`src/sv/ccr_pkg.sv`:
```
// shared constants, types and datapath operation codes for the clock-counter cache
// no dependencies
package ccr_pkg;

    localparam int ENTRIES   = 64;
    localparam int IDX_W     = $clog2(ENTRIES);
    localparam int LIVE_W    = IDX_W + 1;
    localparam int CNT_W     = 4;
    localparam int KEY_W     = 32;
    localparam int SIZE_W    = 24;
    localparam int BYTE_W    = 32;
    localparam int EV_W      = 7;
    localparam int TALLY_W   = 32;
    localparam int CFG_IDX_W = 1;
    localparam int CFG_DAT_W = 32;

    localparam logic [CFG_IDX_W-1:0] CFG_CAPACITY  = 1'd0;
    localparam logic [CFG_IDX_W-1:0] CFG_MAX_COUNT = 1'd1;
    localparam logic [BYTE_W-1:0]    CAP_RESET     = 32'd1048576;
    localparam logic [CNT_W-1:0]     MAX_RESET     = 4'd15;

    typedef logic [3:0] op_t;

    localparam op_t OP_NONE   = 4'd0;
    localparam op_t OP_ACCEPT = 4'd1;
    localparam op_t OP_START  = 4'd2;
    localparam op_t OP_LK_CMP = 4'd3;
    localparam op_t OP_HIT    = 4'd4;
    localparam op_t OP_RESIZE = 4'd5;
    localparam op_t OP_EV_CHK = 4'd6;
    localparam op_t OP_SW_CHK = 4'd7;
    localparam op_t OP_VIC    = 4'd8;
    localparam op_t OP_FREE   = 4'd9;
    localparam op_t OP_INS1   = 4'd10;
    localparam op_t OP_INS2   = 4'd11;
    localparam op_t OP_DONE   = 4'd12;

    typedef struct packed {
        op_t op;
    } cmd_t;

    typedef struct packed {
        logic reject;
        logic found;
        logic size_match;
        logic scan_last;
        logic must_evict;
        logic sweep_more;
        logic cnt_zero;
        logic free_here;
        logic live_zero;
        logic out_free;
    } stat_t;

endpackage

```
`src/sv/ccr_req_if.sv`:
```
// request channel: valid/ready plus key, size and warmup flag
// depends on ccr_pkg
interface ccr_req_if;
    logic                         valid;
    logic                         ready;
    logic [ccr_pkg::KEY_W-1:0]    object_key;
    logic [ccr_pkg::SIZE_W-1:0]   object_size;
    logic                         warmup;

    modport source (output valid, object_key, object_size, warmup, input ready);
    modport sink   (input valid, object_key, object_size, warmup, output ready);
endinterface

```
`src/sv/ccr_rsp_if.sv`:
```
// response channel: valid/ready plus outcome flags, counts and tallies
// depends on ccr_pkg
interface ccr_rsp_if;
    logic                          valid;
    logic                          ready;
    logic                          hit;
    logic                          resized;
    logic                          rejected;
    logic [ccr_pkg::EV_W-1:0]      evictions;
    logic [ccr_pkg::EV_W-1:0]      forced_evictions;
    logic [ccr_pkg::BYTE_W-1:0]    bytes_in_use;
    logic [ccr_pkg::TALLY_W-1:0]   total_accesses;
    logic [ccr_pkg::TALLY_W-1:0]   total_hits;
    logic [ccr_pkg::TALLY_W-1:0]   total_forced;

    modport source (output valid, hit, resized, rejected, evictions, forced_evictions,
                    bytes_in_use, total_accesses, total_hits, total_forced, input ready);
    modport sink   (input valid, hit, resized, rejected, evictions, forced_evictions,
                    bytes_in_use, total_accesses, total_hits, total_forced, output ready);
endinterface

```
`src/sv/ccr_ctrl.sv`:
```
// sequencer for lookup, clock sweep, eviction and insert
// depends on ccr_pkg
module ccr_ctrl (
    input  logic           clk,
    input  logic           rst_n,
    input  logic           in_valid,
    output logic           in_ready,
    input  ccr_pkg::stat_t stat,
    output ccr_pkg::cmd_t  cmd
);

    localparam logic [3:0] S_IDLE     = 4'd0;
    localparam logic [3:0] S_START    = 4'd1;
    localparam logic [3:0] S_LK_WAIT  = 4'd2;
    localparam logic [3:0] S_LK_CMP   = 4'd3;
    localparam logic [3:0] S_HIT      = 4'd4;
    localparam logic [3:0] S_RESIZE   = 4'd5;
    localparam logic [3:0] S_EV_CHK   = 4'd6;
    localparam logic [3:0] S_SW_WAIT  = 4'd7;
    localparam logic [3:0] S_SW_CHK   = 4'd8;
    localparam logic [3:0] S_VIC_WAIT = 4'd9;
    localparam logic [3:0] S_VIC      = 4'd10;
    localparam logic [3:0] S_FREE     = 4'd11;
    localparam logic [3:0] S_INS_WAIT = 4'd12;
    localparam logic [3:0] S_INS1     = 4'd13;
    localparam logic [3:0] S_INS2     = 4'd14;
    localparam logic [3:0] S_DONE     = 4'd15;

    logic [3:0] state_reg, state_next;

    always_ff @(posedge clk or negedge rst_n)
    begin
        if (!rst_n)
        begin
            state_reg <= S_IDLE;
        end
        else
        begin
            state_reg <= state_next;
        end
    end

    assign in_ready = (state_reg == S_IDLE);

    always_comb
    begin
        state_next = state_reg;
        cmd.op     = ccr_pkg::OP_NONE;
        case (state_reg)
            S_IDLE:
            begin
                if (in_valid)
                begin
                    cmd.op     = ccr_pkg::OP_ACCEPT;
                    state_next = S_START;
                end
            end
            S_START:
            begin
                cmd.op     = ccr_pkg::OP_START;
                state_next = stat.reject ? S_DONE : S_LK_WAIT;
            end
            S_LK_WAIT:
            begin
                state_next = S_LK_CMP;
            end
            S_LK_CMP:
            begin
                cmd.op = ccr_pkg::OP_LK_CMP;
                if (stat.found && stat.size_match)
                    state_next = S_HIT;
                else if (stat.found)
                    state_next = S_RESIZE;
                else if (stat.scan_last)
                    state_next = S_EV_CHK;
                else
                    state_next = S_LK_WAIT;
            end
            S_HIT:
            begin
                cmd.op     = ccr_pkg::OP_HIT;
                state_next = S_DONE;
            end
            S_RESIZE:
            begin
                cmd.op     = ccr_pkg::OP_RESIZE;
                state_next = S_EV_CHK;
            end
            S_EV_CHK:
            begin
                cmd.op     = ccr_pkg::OP_EV_CHK;
                state_next = stat.must_evict ? S_SW_WAIT : S_FREE;
            end
            S_SW_WAIT:
            begin
                state_next = S_SW_CHK;
            end
            S_SW_CHK:
            begin
                cmd.op = ccr_pkg::OP_SW_CHK;
                if (!stat.sweep_more)
                    state_next = S_VIC_WAIT;
                else if (stat.cnt_zero)
                    state_next = S_VIC;
                else
                    state_next = S_SW_WAIT;
            end
            S_VIC_WAIT:
            begin
                state_next = S_VIC;
            end
            S_VIC:
            begin
                cmd.op     = ccr_pkg::OP_VIC;
                state_next = S_EV_CHK;
            end
            S_FREE:
            begin
                cmd.op = ccr_pkg::OP_FREE;
                if (stat.free_here)
                    state_next = S_INS_WAIT;
            end
            S_INS_WAIT:
            begin
                state_next = S_INS1;
            end
            S_INS1:
            begin
                cmd.op     = ccr_pkg::OP_INS1;
                state_next = stat.live_zero ? S_DONE : S_INS2;
            end
            S_INS2:
            begin
                cmd.op     = ccr_pkg::OP_INS2;
                state_next = S_DONE;
            end
            S_DONE:
            begin
                cmd.op = ccr_pkg::OP_DONE;
                if (stat.out_free)
                    state_next = S_IDLE;
            end
            default:
            begin
                state_next = S_IDLE;
            end
        endcase
    end

endmodule

```
`src/sv/ccr_dp.sv`:
```
// datapath: slot memories, ring links, hand, byte total, tallies, result register
// depends on ccr_pkg
module ccr_dp (
    input  logic                            clk,
    input  logic                            rst_n,
    input  ccr_pkg::cmd_t                   cmd,
    output ccr_pkg::stat_t                  stat,
    input  logic                            cfg_we,
    input  logic [ccr_pkg::CFG_IDX_W-1:0]   cfg_index,
    input  logic [ccr_pkg::CFG_DAT_W-1:0]   cfg_data,
    input  logic [ccr_pkg::KEY_W-1:0]       in_key,
    input  logic [ccr_pkg::SIZE_W-1:0]      in_size,
    input  logic                            in_warmup,
    output logic                            out_valid,
    input  logic                            out_ready,
    output logic                            out_hit,
    output logic                            out_resized,
    output logic                            out_rejected,
    output logic [ccr_pkg::EV_W-1:0]        out_evictions,
    output logic [ccr_pkg::EV_W-1:0]        out_forced,
    output logic [ccr_pkg::BYTE_W-1:0]      out_bytes,
    output logic [ccr_pkg::TALLY_W-1:0]     out_accesses,
    output logic [ccr_pkg::TALLY_W-1:0]     out_hits,
    output logic [ccr_pkg::TALLY_W-1:0]     out_forced_total
);

    localparam int IW = ccr_pkg::IDX_W;
    localparam int LW = ccr_pkg::LIVE_W;
    localparam int CW = ccr_pkg::CNT_W;
    localparam int EW = ccr_pkg::EV_W;
    localparam int TW = ccr_pkg::TALLY_W;
    localparam int BW = ccr_pkg::BYTE_W;
    localparam int SW = ccr_pkg::SIZE_W;
    localparam int N  = ccr_pkg::ENTRIES;

    // slot memories, read at ptr every cycle
    logic [ccr_pkg::KEY_W-1:0] key_mem  [N];
    logic [SW-1:0]             size_mem [N];
    logic [CW-1:0]             cnt_mem  [N];
    logic [IW-1:0]             next_mem [N];
    logic [IW-1:0]             prev_mem [N];

    logic [ccr_pkg::KEY_W-1:0] key_rd_reg;
    logic [SW-1:0]             size_rd_reg;
    logic [CW-1:0]             cnt_rd_reg;
    logic [IW-1:0]             next_rd_reg;
    logic [IW-1:0]             prev_rd_reg;

    logic [BW-1:0]  cap_reg;
    logic [CW-1:0]  max_reg;
    logic [N-1:0]   valid_reg, valid_next;
    logic [IW-1:0]  hand_reg, hand_next;
    logic [IW-1:0]  ptr_reg, ptr_next;
    logic [IW-1:0]  slot_reg, slot_next;
    logic [LW-1:0]  live_reg, live_next;
    logic [LW-1:0]  sweep_reg, sweep_next;
    logic [BW-1:0]  bytes_reg, bytes_next;
    logic           once_reg, once_next;
    logic           forced_flag_reg, forced_flag_next;
    logic [TW-1:0]  acc_reg, acc_next;
    logic [TW-1:0]  hits_reg, hits_next;
    logic [TW-1:0]  ftal_reg, ftal_next;
    logic [ccr_pkg::KEY_W-1:0] key_reg;
    logic [SW-1:0]  size_reg;
    logic           warm_reg;
    logic           hit_reg, hit_next;
    logic           resized_reg, resized_next;
    logic           rej_reg, rej_next;
    logic [EW-1:0]  ev_reg, ev_next;
    logic [EW-1:0]  fev_reg, fev_next;
    logic           out_valid_reg, out_valid_next;

    logic           key_we, cnt_we, next_we, prev_we;
    logic [IW-1:0]  cnt_wa, next_wa, prev_wa;
    logic [CW-1:0]  cnt_wd;
    logic [IW-1:0]  next_wd, prev_wd;

    logic           unlink;
    logic           fits_not;

    always_ff @(posedge clk)
    begin
        if (key_we)
        begin
            key_mem[slot_reg]  <= key_reg;
            size_mem[slot_reg] <= size_reg;
        end
        if (cnt_we)
            cnt_mem[cnt_wa] <= cnt_wd;
        if (next_we)
            next_mem[next_wa] <= next_wd;
        if (prev_we)
            prev_mem[prev_wa] <= prev_wd;
        key_rd_reg  <= key_mem[ptr_reg];
        size_rd_reg <= size_mem[ptr_reg];
        cnt_rd_reg  <= cnt_mem[ptr_reg];
        next_rd_reg <= next_mem[ptr_reg];
        prev_rd_reg <= prev_mem[ptr_reg];
    end

    always_ff @(posedge clk)
    begin
        if (cmd.op == ccr_pkg::OP_ACCEPT)
        begin
            key_reg  <= in_key;
            size_reg <= in_size;
            warm_reg <= in_warmup;
        end
    end

    always_ff @(posedge clk or negedge rst_n)
    begin
        if (!rst_n)
        begin
            cap_reg         <= ccr_pkg::CAP_RESET;
            max_reg         <= ccr_pkg::MAX_RESET;
            valid_reg       <= '0;
            hand_reg        <= '0;
            ptr_reg         <= '0;
            slot_reg        <= '0;
            live_reg        <= '0;
            sweep_reg       <= '0;
            bytes_reg       <= '0;
            once_reg        <= 1'b0;
            forced_flag_reg <= 1'b0;
            acc_reg         <= '0;
            hits_reg        <= '0;
            ftal_reg        <= '0;
            hit_reg         <= 1'b0;
            resized_reg     <= 1'b0;
            rej_reg         <= 1'b0;
            ev_reg          <= '0;
            fev_reg         <= '0;
            out_valid_reg   <= 1'b0;
        end
        else
        begin
            if (cfg_we && cfg_index == ccr_pkg::CFG_CAPACITY)
                cap_reg <= cfg_data;
            if (cfg_we && cfg_index == ccr_pkg::CFG_MAX_COUNT)
                max_reg <= cfg_data[CW-1:0];
            valid_reg       <= valid_next;
            hand_reg        <= hand_next;
            ptr_reg         <= ptr_next;
            slot_reg        <= slot_next;
            live_reg        <= live_next;
            sweep_reg       <= sweep_next;
            bytes_reg       <= bytes_next;
            once_reg        <= once_next;
            forced_flag_reg <= forced_flag_next;
            acc_reg         <= acc_next;
            hits_reg        <= hits_next;
            ftal_reg        <= ftal_next;
            hit_reg         <= hit_next;
            resized_reg     <= resized_next;
            rej_reg         <= rej_next;
            ev_reg          <= ev_next;
            fev_reg         <= fev_next;
            out_valid_reg   <= out_valid_next;
        end
    end

    // result register, loaded when the sequence ends
    always_ff @(posedge clk)
    begin
        if (cmd.op == ccr_pkg::OP_DONE && stat.out_free)
        begin
            out_hit          <= hit_reg;
            out_resized      <= resized_reg;
            out_rejected     <= rej_reg;
            out_evictions    <= ev_reg;
            out_forced       <= fev_reg;
            out_bytes        <= bytes_reg;
            out_accesses     <= acc_reg;
            out_hits         <= hits_reg;
            out_forced_total <= ftal_reg;
        end
    end

    assign out_valid = out_valid_reg;

    assign fits_not = ({1'b0, bytes_reg} + {{(BW - SW + 1){1'b0}}, size_reg})
                      > {1'b0, cap_reg};

    always_comb
    begin
        stat.reject     = {{(BW - SW){1'b0}}, size_reg} > cap_reg;
        stat.found      = valid_reg[ptr_reg] && (key_rd_reg == key_reg);
        stat.size_match = (size_rd_reg == size_reg);
        stat.scan_last  = (ptr_reg == IW'(N - 1));
        stat.must_evict = (live_reg != '0) && (fits_not || live_reg >= LW'(N));
        stat.sweep_more = (sweep_reg < live_reg);
        stat.cnt_zero   = (cnt_rd_reg == '0);
        stat.free_here  = !valid_reg[ptr_reg];
        stat.live_zero  = (live_reg == '0);
        stat.out_free   = !out_valid_reg || out_ready;
    end

    always_comb
    begin
        valid_next       = valid_reg;
        hand_next        = hand_reg;
        ptr_next         = ptr_reg;
        slot_next        = slot_reg;
        live_next        = live_reg;
        sweep_next       = sweep_reg;
        bytes_next       = bytes_reg;
        once_next        = once_reg;
        forced_flag_next = forced_flag_reg;
        acc_next         = acc_reg;
        hits_next        = hits_reg;
        ftal_next        = ftal_reg;
        hit_next         = hit_reg;
        resized_next     = resized_reg;
        rej_next         = rej_reg;
        ev_next          = ev_reg;
        fev_next         = fev_reg;
        out_valid_next   = out_valid_reg && !out_ready;
        key_we           = 1'b0;
        cnt_we           = 1'b0;
        next_we          = 1'b0;
        prev_we          = 1'b0;
        cnt_wa           = ptr_reg;
        cnt_wd           = max_reg;
        next_wa          = prev_rd_reg;
        next_wd          = next_rd_reg;
        prev_wa          = next_rd_reg;
        prev_wd          = prev_rd_reg;
        unlink           = 1'b0;

        case (cmd.op)
            ccr_pkg::OP_START:
            begin
                hit_next     = 1'b0;
                resized_next = 1'b0;
                rej_next     = stat.reject;
                ev_next      = '0;
                fev_next     = '0;
                ptr_next     = '0;
                if (!stat.reject && !warm_reg)
                    acc_next = acc_reg + 1'b1;
            end
            ccr_pkg::OP_LK_CMP:
            begin
                if (!stat.found && !stat.scan_last)
                    ptr_next = ptr_reg + 1'b1;
            end
            ccr_pkg::OP_HIT:
            begin
                hit_next = 1'b1;
                cnt_we   = 1'b1;
                if (!warm_reg)
                    hits_next = hits_reg + 1'b1;
            end
            ccr_pkg::OP_RESIZE:
            begin
                resized_next = 1'b1;
                unlink       = 1'b1;
                if (hand_reg == ptr_reg)
                    hand_next = next_rd_reg;
            end
            ccr_pkg::OP_EV_CHK:
            begin
                sweep_next = '0;
                if (stat.must_evict)
                begin
                    once_next = 1'b1;
                    ptr_next  = hand_reg;
                end
                else
                begin
                    ptr_next = '0;
                end
            end
            ccr_pkg::OP_SW_CHK:
            begin
                if (!stat.sweep_more)
                begin
                    // full lap without a zero counter
                    forced_flag_next = 1'b1;
                    ptr_next         = hand_reg;
                end
                else if (stat.cnt_zero)
                begin
                    forced_flag_next = 1'b0;
                end
                else
                begin
                    cnt_we     = 1'b1;
                    cnt_wd     = cnt_rd_reg - 1'b1;
                    ptr_next   = next_rd_reg;
                    sweep_next = sweep_reg + 1'b1;
                end
            end
            ccr_pkg::OP_VIC:
            begin
                unlink    = 1'b1;
                hand_next = next_rd_reg;
                if (ev_reg != '1)
                    ev_next = ev_reg + 1'b1;
                if (forced_flag_reg)
                begin
                    if (fev_reg != '1)
                        fev_next = fev_reg + 1'b1;
                    if (!warm_reg)
                        ftal_next = ftal_reg + 1'b1;
                end
            end
            ccr_pkg::OP_FREE:
            begin
                if (stat.free_here)
                begin
                    slot_next = ptr_reg;
                    ptr_next  = hand_reg;
                end
                else
                begin
                    ptr_next = ptr_reg + 1'b1;
                end
            end
            ccr_pkg::OP_INS1:
            begin
                key_we               = 1'b1;
                cnt_we               = 1'b1;
                cnt_wa               = slot_reg;
                cnt_wd               = once_reg ? max_reg : '0;
                valid_next[slot_reg] = 1'b1;
                live_next            = live_reg + 1'b1;
                bytes_next           = bytes_reg + {{(BW - SW){1'b0}}, size_reg};
                next_we              = 1'b1;
                prev_we              = 1'b1;
                next_wa              = slot_reg;
                prev_wa              = slot_reg;
                if (stat.live_zero)
                begin
                    next_wd   = slot_reg;
                    prev_wd   = slot_reg;
                    hand_next = slot_reg;
                end
                else
                begin
                    // new entry sits just before the hand
                    next_wd = hand_reg;
                    prev_wd = prev_rd_reg;
                end
            end
            ccr_pkg::OP_INS2:
            begin
                next_we = 1'b1;
                prev_we = 1'b1;
                next_wa = prev_rd_reg;
                next_wd = slot_reg;
                prev_wa = hand_reg;
                prev_wd = slot_reg;
            end
            ccr_pkg::OP_DONE:
            begin
                if (stat.out_free)
                    out_valid_next = 1'b1;
            end
            default:
            begin
            end
        endcase

        // remove the slot at ptr from the ring
        if (unlink)
        begin
            next_we             = 1'b1;
            prev_we             = 1'b1;
            valid_next[ptr_reg] = 1'b0;
            live_next           = live_reg - 1'b1;
            bytes_next          = bytes_reg - {{(BW - SW){1'b0}}, size_rd_reg};
        end
    end

endmodule

```
`src/sv/clock_counter_cache_replacement.sv`:
```
// clock cache replacement with multi-bit counters, 64-slot ring
// key lookup visits up to 64 slots, each through a wait and a compare state; a hit then ends
// via the hit and done states; a miss adds a wait and a check per counter visited, a check and
// a victim step per eviction, a free-slot scan of up to 64 slots, then insert and result states
// throughput: one request at a time; the next is taken once the result is registered
// reset clears valid bits, hand, live count, byte total and tallies at once; no clearing pass
module clock_counter_cache_replacement (
    input  logic                            clk,
    input  logic                            rst_n,
    ccr_req_if.sink                         req,
    ccr_rsp_if.source                       rsp,
    input  logic                            cfg_we,
    input  logic [ccr_pkg::CFG_IDX_W-1:0]   cfg_index,
    input  logic [ccr_pkg::CFG_DAT_W-1:0]   cfg_data
);

    ccr_pkg::cmd_t  cmd;
    ccr_pkg::stat_t stat;
    logic           in_ready;

    assign req.ready = in_ready;

    ccr_ctrl u_ctrl (
        .clk      (clk),
        .rst_n    (rst_n),
        .in_valid (req.valid),
        .in_ready (in_ready),
        .stat     (stat),
        .cmd      (cmd)
    );

    ccr_dp u_dp (
        .clk              (clk),
        .rst_n            (rst_n),
        .cmd              (cmd),
        .stat             (stat),
        .cfg_we           (cfg_we),
        .cfg_index        (cfg_index),
        .cfg_data         (cfg_data),
        .in_key           (req.object_key),
        .in_size          (req.object_size),
        .in_warmup        (req.warmup),
        .out_valid        (rsp.valid),
        .out_ready        (rsp.ready),
        .out_hit          (rsp.hit),
        .out_resized      (rsp.resized),
        .out_rejected     (rsp.rejected),
        .out_evictions    (rsp.evictions),
        .out_forced       (rsp.forced_evictions),
        .out_bytes        (rsp.bytes_in_use),
        .out_accesses     (rsp.total_accesses),
        .out_hits         (rsp.total_hits),
        .out_forced_total (rsp.total_forced)
    );

    a_reject_clean: assert property (@(posedge clk) disable iff (!rst_n)
        rsp.valid && rsp.rejected |-> !rsp.hit && !rsp.resized && rsp.evictions == '0)
        else $error("rejected request reports other activity");

    a_hit_clean: assert property (@(posedge clk) disable iff (!rst_n)
        rsp.valid && rsp.hit |-> !rsp.resized && rsp.evictions == '0)
        else $error("hit reports resize or eviction");

    a_forced_le: assert property (@(posedge clk) disable iff (!rst_n)
        rsp.valid |-> rsp.forced_evictions <= rsp.evictions)
        else $error("forced evictions exceed evictions");

    a_one_at_a_time: assert property (@(posedge clk) disable iff (!rst_n)
        req.valid && req.ready |=> !req.ready)
        else $error("second request taken while one is in work");

endmodule

```
`src/flat_wrapper.sv`:
```
// flat-port wrapper written by rule: the top's interface ports become plain ports
module clock_counter_cache_replacement_flat 
  (clk, rst_n, cfg_we, cfg_index, cfg_data, req_valid, req_object_key, req_object_size, req_warmup, req_ready, rsp_valid, rsp_hit, rsp_resized, rsp_rejected, rsp_evictions, rsp_forced_evictions, rsp_bytes_in_use, rsp_total_accesses, rsp_total_hits, rsp_total_forced, rsp_ready);
  ccr_req_if req_i ();
  ccr_rsp_if rsp_i ();
  input  logic clk;
  input  logic rst_n;
  input  logic cfg_we;
  input  logic [ccr_pkg::CFG_IDX_W-1:0] cfg_index;
  input  logic [ccr_pkg::CFG_DAT_W-1:0] cfg_data;
  input wire logic [$bits(req_i.valid)-1:0] req_valid;
  input wire logic [$bits(req_i.object_key)-1:0] req_object_key;
  input wire logic [$bits(req_i.object_size)-1:0] req_object_size;
  input wire logic [$bits(req_i.warmup)-1:0] req_warmup;
  output wire logic [$bits(req_i.ready)-1:0] req_ready;
  output wire logic [$bits(rsp_i.valid)-1:0] rsp_valid;
  output wire logic [$bits(rsp_i.hit)-1:0] rsp_hit;
  output wire logic [$bits(rsp_i.resized)-1:0] rsp_resized;
  output wire logic [$bits(rsp_i.rejected)-1:0] rsp_rejected;
  output wire logic [$bits(rsp_i.evictions)-1:0] rsp_evictions;
  output wire logic [$bits(rsp_i.forced_evictions)-1:0] rsp_forced_evictions;
  output wire logic [$bits(rsp_i.bytes_in_use)-1:0] rsp_bytes_in_use;
  output wire logic [$bits(rsp_i.total_accesses)-1:0] rsp_total_accesses;
  output wire logic [$bits(rsp_i.total_hits)-1:0] rsp_total_hits;
  output wire logic [$bits(rsp_i.total_forced)-1:0] rsp_total_forced;
  input wire logic [$bits(rsp_i.ready)-1:0] rsp_ready;
  assign req_i.valid = req_valid;
  assign req_i.object_key = req_object_key;
  assign req_i.object_size = req_object_size;
  assign req_i.warmup = req_warmup;
  assign req_ready = req_i.ready;
  assign rsp_valid = rsp_i.valid;
  assign rsp_hit = rsp_i.hit;
  assign rsp_resized = rsp_i.resized;
  assign rsp_rejected = rsp_i.rejected;
  assign rsp_evictions = rsp_i.evictions;
  assign rsp_forced_evictions = rsp_i.forced_evictions;
  assign rsp_bytes_in_use = rsp_i.bytes_in_use;
  assign rsp_total_accesses = rsp_i.total_accesses;
  assign rsp_total_hits = rsp_i.total_hits;
  assign rsp_total_forced = rsp_i.total_forced;
  assign rsp_i.ready = rsp_ready;
  clock_counter_cache_replacement u_core (.clk(clk), .rst_n(rst_n), .req(req_i), .rsp(rsp_i), .cfg_we(cfg_we), .cfg_index(cfg_index), .cfg_data(cfg_data));
endmodule
```
`config.mk`:
```
export PLATFORM = sky130hd
export DESIGN_NAME = clock_counter_cache_replacement_flat
export DESIGN_NICKNAME = d
export VERILOG_FILES = /design/src/sv/ccr_pkg.sv /design/src/sv/ccr_req_if.sv /design/src/sv/ccr_rsp_if.sv /design/src/sv/ccr_ctrl.sv /design/src/sv/ccr_dp.sv /design/src/sv/clock_counter_cache_replacement.sv /design/src/flat_wrapper.sv
export SDC_FILE = /design/constraint.sdc
export NUM_CORES = 2
export LEC_CHECK = 0
export ABC_AREA = 1
export BUFFER_PORTS_ARGS = -buffer_cell sky130_fd_sc_hd__buf_2
export CAP_MARGIN = 20
export CELL_PAD_IN_SITES_DETAIL_PLACEMENT = 1
export CELL_PAD_IN_SITES_GLOBAL_PLACEMENT = 2
export CORE_MARGIN = 1.5
export CORE_UTILIZATION = 50
export DETAILED_ROUTE_END_ITERATION = 10
export HOLD_SLACK_MARGIN = 0.05
export PLACE_DENSITY_LB_ADDON = 0.3
export SYNTH_ARGS = -nofsm -noshare
export SYNTH_HDL_FRONTEND = slang
export SYNTH_MEMORY_MAX_BITS = 65536
export SYNTH_SLANG_ARGS = --single-unit
export TNS_END_PERCENT = 1
```
`constraint.sdc`:
```
create_clock -name clk -period 11.8 [get_ports clk]
set_input_delay 2.36 -clock clk [delete_from_list [all_inputs] [get_ports clk]]
set_output_delay 2.36 -clock clk [all_outputs]
set_load 0.02 [all_outputs]
```
==> run_results.csv <==
group,metric,value,unit
outcome,outcome,"finished, final reports clean",
route,drt-pass1-iter-count,6,
sta,final_max_slew_viol_count,0,
power,power_switching,0.0156,W
sta,fmax,168,MHz
layout,syn_to_final_growth,12.8,%
logic_synthesis,synth_edf_count,4810,
grt,grt_usage,0.335,
logic_synthesis,syn_area,196000,µm²
floorplan,rows,229,
logic_synthesis,seq_area_frac_synth,0.779,
worst_setup_path,worstPathRequired,12.75,ns
floorplan,io_pins,242,
floorplan,start_util,0.504,
worst_setup_path,endpoint_kind,"register",
logic_synthesis,avgSynthCellArea,15.0,µm²
layout,largest_register_ffs,2048,
worst_setup_path,r2r_cells,25,
worst_setup_path,crit_top_cell,"nand2_1",
logic_synthesis,synthFlopType,"edfxtp_1",
logic_synthesis,ys_seq_elements,5166,
route,antenna_left,0,
logic_synthesis,yosys_warnings,0,
sta,fin_tns_setup,0,ns
sta,setup_viol,0,
sta,tightest_slew,1.25,ns
power,power.share.clock,0.333,
layout,mostFrequentLayoutCell,"edfxtp_1",
floorplan,core,390000,µm²
sta,period_share,0.504,
layout,regMostFlops,"u_core.u_dp.key_mem",
clock_network,ctsResizeCount,0,
logic_synthesis,yosysTopAreaCellShare,0.735,
place,gp_congestion,0.872,
sta,clock-skew-final,0.0483,ns
worst_setup_path,slowest_delay,0.63,ns
clock_network,cts_setup_buffers,0,
grt,grt_max_degree,152,
floorplan,die_area,397000,µm²
grt,antenna_found_initial,30,
power,pwr-share-seq,0.443,
worst_setup_path,crit_buf_inv,2,
clock_network,insertion_delay,1.08,ns
logic_synthesis,synth-async-reset-ratio,0.0550,
route,drc_errors,0,
worst_setup_path,critPathLaunchType,"register",
power,p_int,0.0334,W
layout,drive_gt1_frac,0.103,
worst_setup_path,cp-endpoint,"u_core.u_dp.ptr_reg[1]$_DFFE_PN0P_",
worst_setup_path,critPathTopFamily,"simple AND/OR/NAND/NOR gates",
clock_network,cts-buffers-inserted,535,
worst_setup_path,cp.depth,25,
layout,largest_registers,"u_core.u_dp.key_mem (2048), u_core.u_dp.size_mem (1536)",
route,post_drt_wl_per_cell,35.1,µm
route,vias_per_cell,6.53,
worst_setup_path,reg2reg_to,"u_core.u_dp.ptr_reg[1]$_DFFE_PN0P_",
grt,grt_pass1_wl,953,mm
clock_network,htree_num_levels,6,
place,pre_cts_ws,5.89,ns
job,maxCapViolations,0,
worst_setup_path,critPathKind,"register to register",
layout,layout.nets,13779,
worst_hold_path,holdCritPathClass,"register to register",
worst_setup_path,arrival,6.90,ns
logic_synthesis,synth_cell_types,70,
floorplan,die_y,630,µm
clock_network,clock_tree.buffer_depth,4,
power,power_density,221,nW/µm²
worst_setup_path,crit_path_top_delay_cell,"buf_4",
grt,overflow,0,
sta,fin_crit,5.95,ns
route,vias,125591,
clock_network,cts_hold_buffers,0,
power,irDropWorstVdd,0.311,mV
route,wirelength,675,mm
route,first_iter_violations,16991,
sta,rsz0062_at_grt,"no",
layout,n_fill_cell,36204,
layout,final_cell_mix,"4810 x edfxtp_1, 2544 x nand2_1, 718 x a22oi_1",
logic_synthesis,syn_inst,13090,
place,hpwl,367,mm
worst_setup_path,critPathLaunch,"u_core.u_dp.size_reg[0]$_DFFE_PN_",
power,comb_power_share,0.223,
worst_setup_path,rrSetupSlack,5.85,ns
sta,setup_slack,5.85,ns
worst_setup_path,cp_max_fo,67,
floorplan,die_w,630,µm
power,power.total,0.0491,W
clock_network,root_buffer,"clkbuf_16",
logic_synthesis,synthTopCellsByArea,"edfxtp_1 74%, nand2_1 4.9%, dfrtp_1 3.6%",
worst_setup_path,reg2reg_from,"u_core.u_dp.size_reg[0]$_DFFE_PN_",
sta,hold_viol_final,0,
logic_synthesis,syn_nets,13320,
clock_network,clk_pin_slew,0.06,ns
grt,grt_pass1_vias,129516,
power,switching_share,0.318,
clock_network,clock_sinks,5166,
clock_network,cts_tree,"yes",
sta,max_slew_margin,0.166,
place,port_buffers,241,
logic_synthesis,yosysTopAreaCell,"edfxtp_1",
power,leakage,74.6,nW
cells in the mapped netlist, types with 204 or more instances:
master,n
edfxtp_1,4810
nand2_1,2545
a22oi_1,718
nand4_1,671
nor2_1,517
a221oi_1,487
inv_1,482
a22o_1,451
clkbuf_1,354
dfrtp_1,279
a21oi_1,278
nand3_1,210
buf_2,204
area by class of cell:
cell class                 instances  area, µm²  share of cell area
antenna                           39       97.6            0.000441
clock buffer                     715      14500              0.0654
clock inverter                   262       2150             0.00973
inverter                         508       1950             0.00881
multi-input combinational       6789      39400               0.178
sequential                      5166     153000               0.691
tap                             5197       6500              0.0294
timing repair buffer             549       3890              0.0176
per-layer routing:
layer  wire, µm  part of all wire  up-vias  track usage
met3      64600             0.096     1659       0.0613
met5         35          0.000052        -            0
li1           -                 -    51140            -
met2     324000              0.48     7584        0.551
met4      36800             0.054        4        0.162
met1     249000              0.37    65204        0.431
metrics by stage:
stage | hold slack, ns | utilization | std cells | instance area (µm²)
finish | 0.453 | 0.568 | 19225 | 222000
CTS | 0.455 | 0.568 | 19186 | 221000
detailed placement | 0.440 | 0.525 | 18209 | 205000
floorplan | 0.423 | - | 13090 | 196000
global placement | 0.432 | 0.525 | 18206 | 205000
global route | 0.472 | 0.568 | 19216 | 221000
kinds of logic (layout without fill, tap and decap cells):
logic type / count (synthesis) / after routing / synth area share
other: 0 / 39 / 0
adders and majority gates: 135 / 135 / 0.00872
muxes: 3 / 3 / 0.000166
and+or+nand+nor: 4158 / 4158 / 0.0927
DFF: 5166 / 5166 / 0.779
AOI/OAI and AO/OA: 2292 / 2292 / 0.0872
xor gates and xnor gates: 201 / 201 / 0.00896
buffers and inverters: 1135 / 2034 / 0.0233
worst reg2reg max path: stages, from the launching register on:
cell and delay (ns):
edfxtp_1 0.33, buf_4 0.63, ha_1 0.38, inv_1 0.07, fa_1 0.41, o21ai_0 0.59, nand2_1 0.12, nand2_1 0.18
nand2_1 0.07, nand2_1 0.17, a311o_1 0.30, nand4_1 0.12, xor2_1 0.18, ha_1 0.31, nand2_1 0.10, nor2_1 0.16
nand4_1 0.09, nor4_1 0.26, nand3_1 0.14, nand3b_1 0.18, nand2_1 0.33, nand2_1 0.19, nand3_1 0.28, nand2_1 0.13
nand2_1 0.08, nand2_1 0.06
how the worst min path moves through the flow:
stage	from	to	slack, ns	depth (start not counted)
floorplan	u_core.u_dp.once_reg$_DFFE_PN0P_	u_core.u_dp.once_reg$_DFFE_PN0P_	0.42	2
global placement	u_core.u_dp.ev_reg[5]$_DFFE_PN0P_	u_core.u_dp.out_evictions[5]$_DFFE_PP_	0.43	0
detailed placement	u_core.u_dp.acc_reg[26]$_DFFE_PN0P_	u_core.u_dp.out_accesses[26]$_DFFE_PP_	0.44	0
CTS	u_core.u_dp.resized_reg$_DFFE_PN0P_	u_core.u_dp.out_resized$_DFFE_PP_	0.46	0
global route	u_core.u_dp.hit_reg$_DFFE_PN0P_	u_core.u_dp.out_hit$_DFFE_PP_	0.47	0
finish	u_core.u_dp.resized_reg$_DFFE_PN0P_	u_core.u_dp.out_resized$_DFFE_PP_	0.45	0
power groups by stage:
stage	combinational [W]	sequential [W]	clock (W)
finish	0.0109	0.0217	0.0164
global placement	0.0104	0.0221	0
detailed placement	0.0107	0.0221	0
floorplan	0.00628	0.0222	0
global route	0.0117	0.0218	0.0171
CTS	0.0108	0.0217	0.0165
Power figures use the tool's default switching activity.
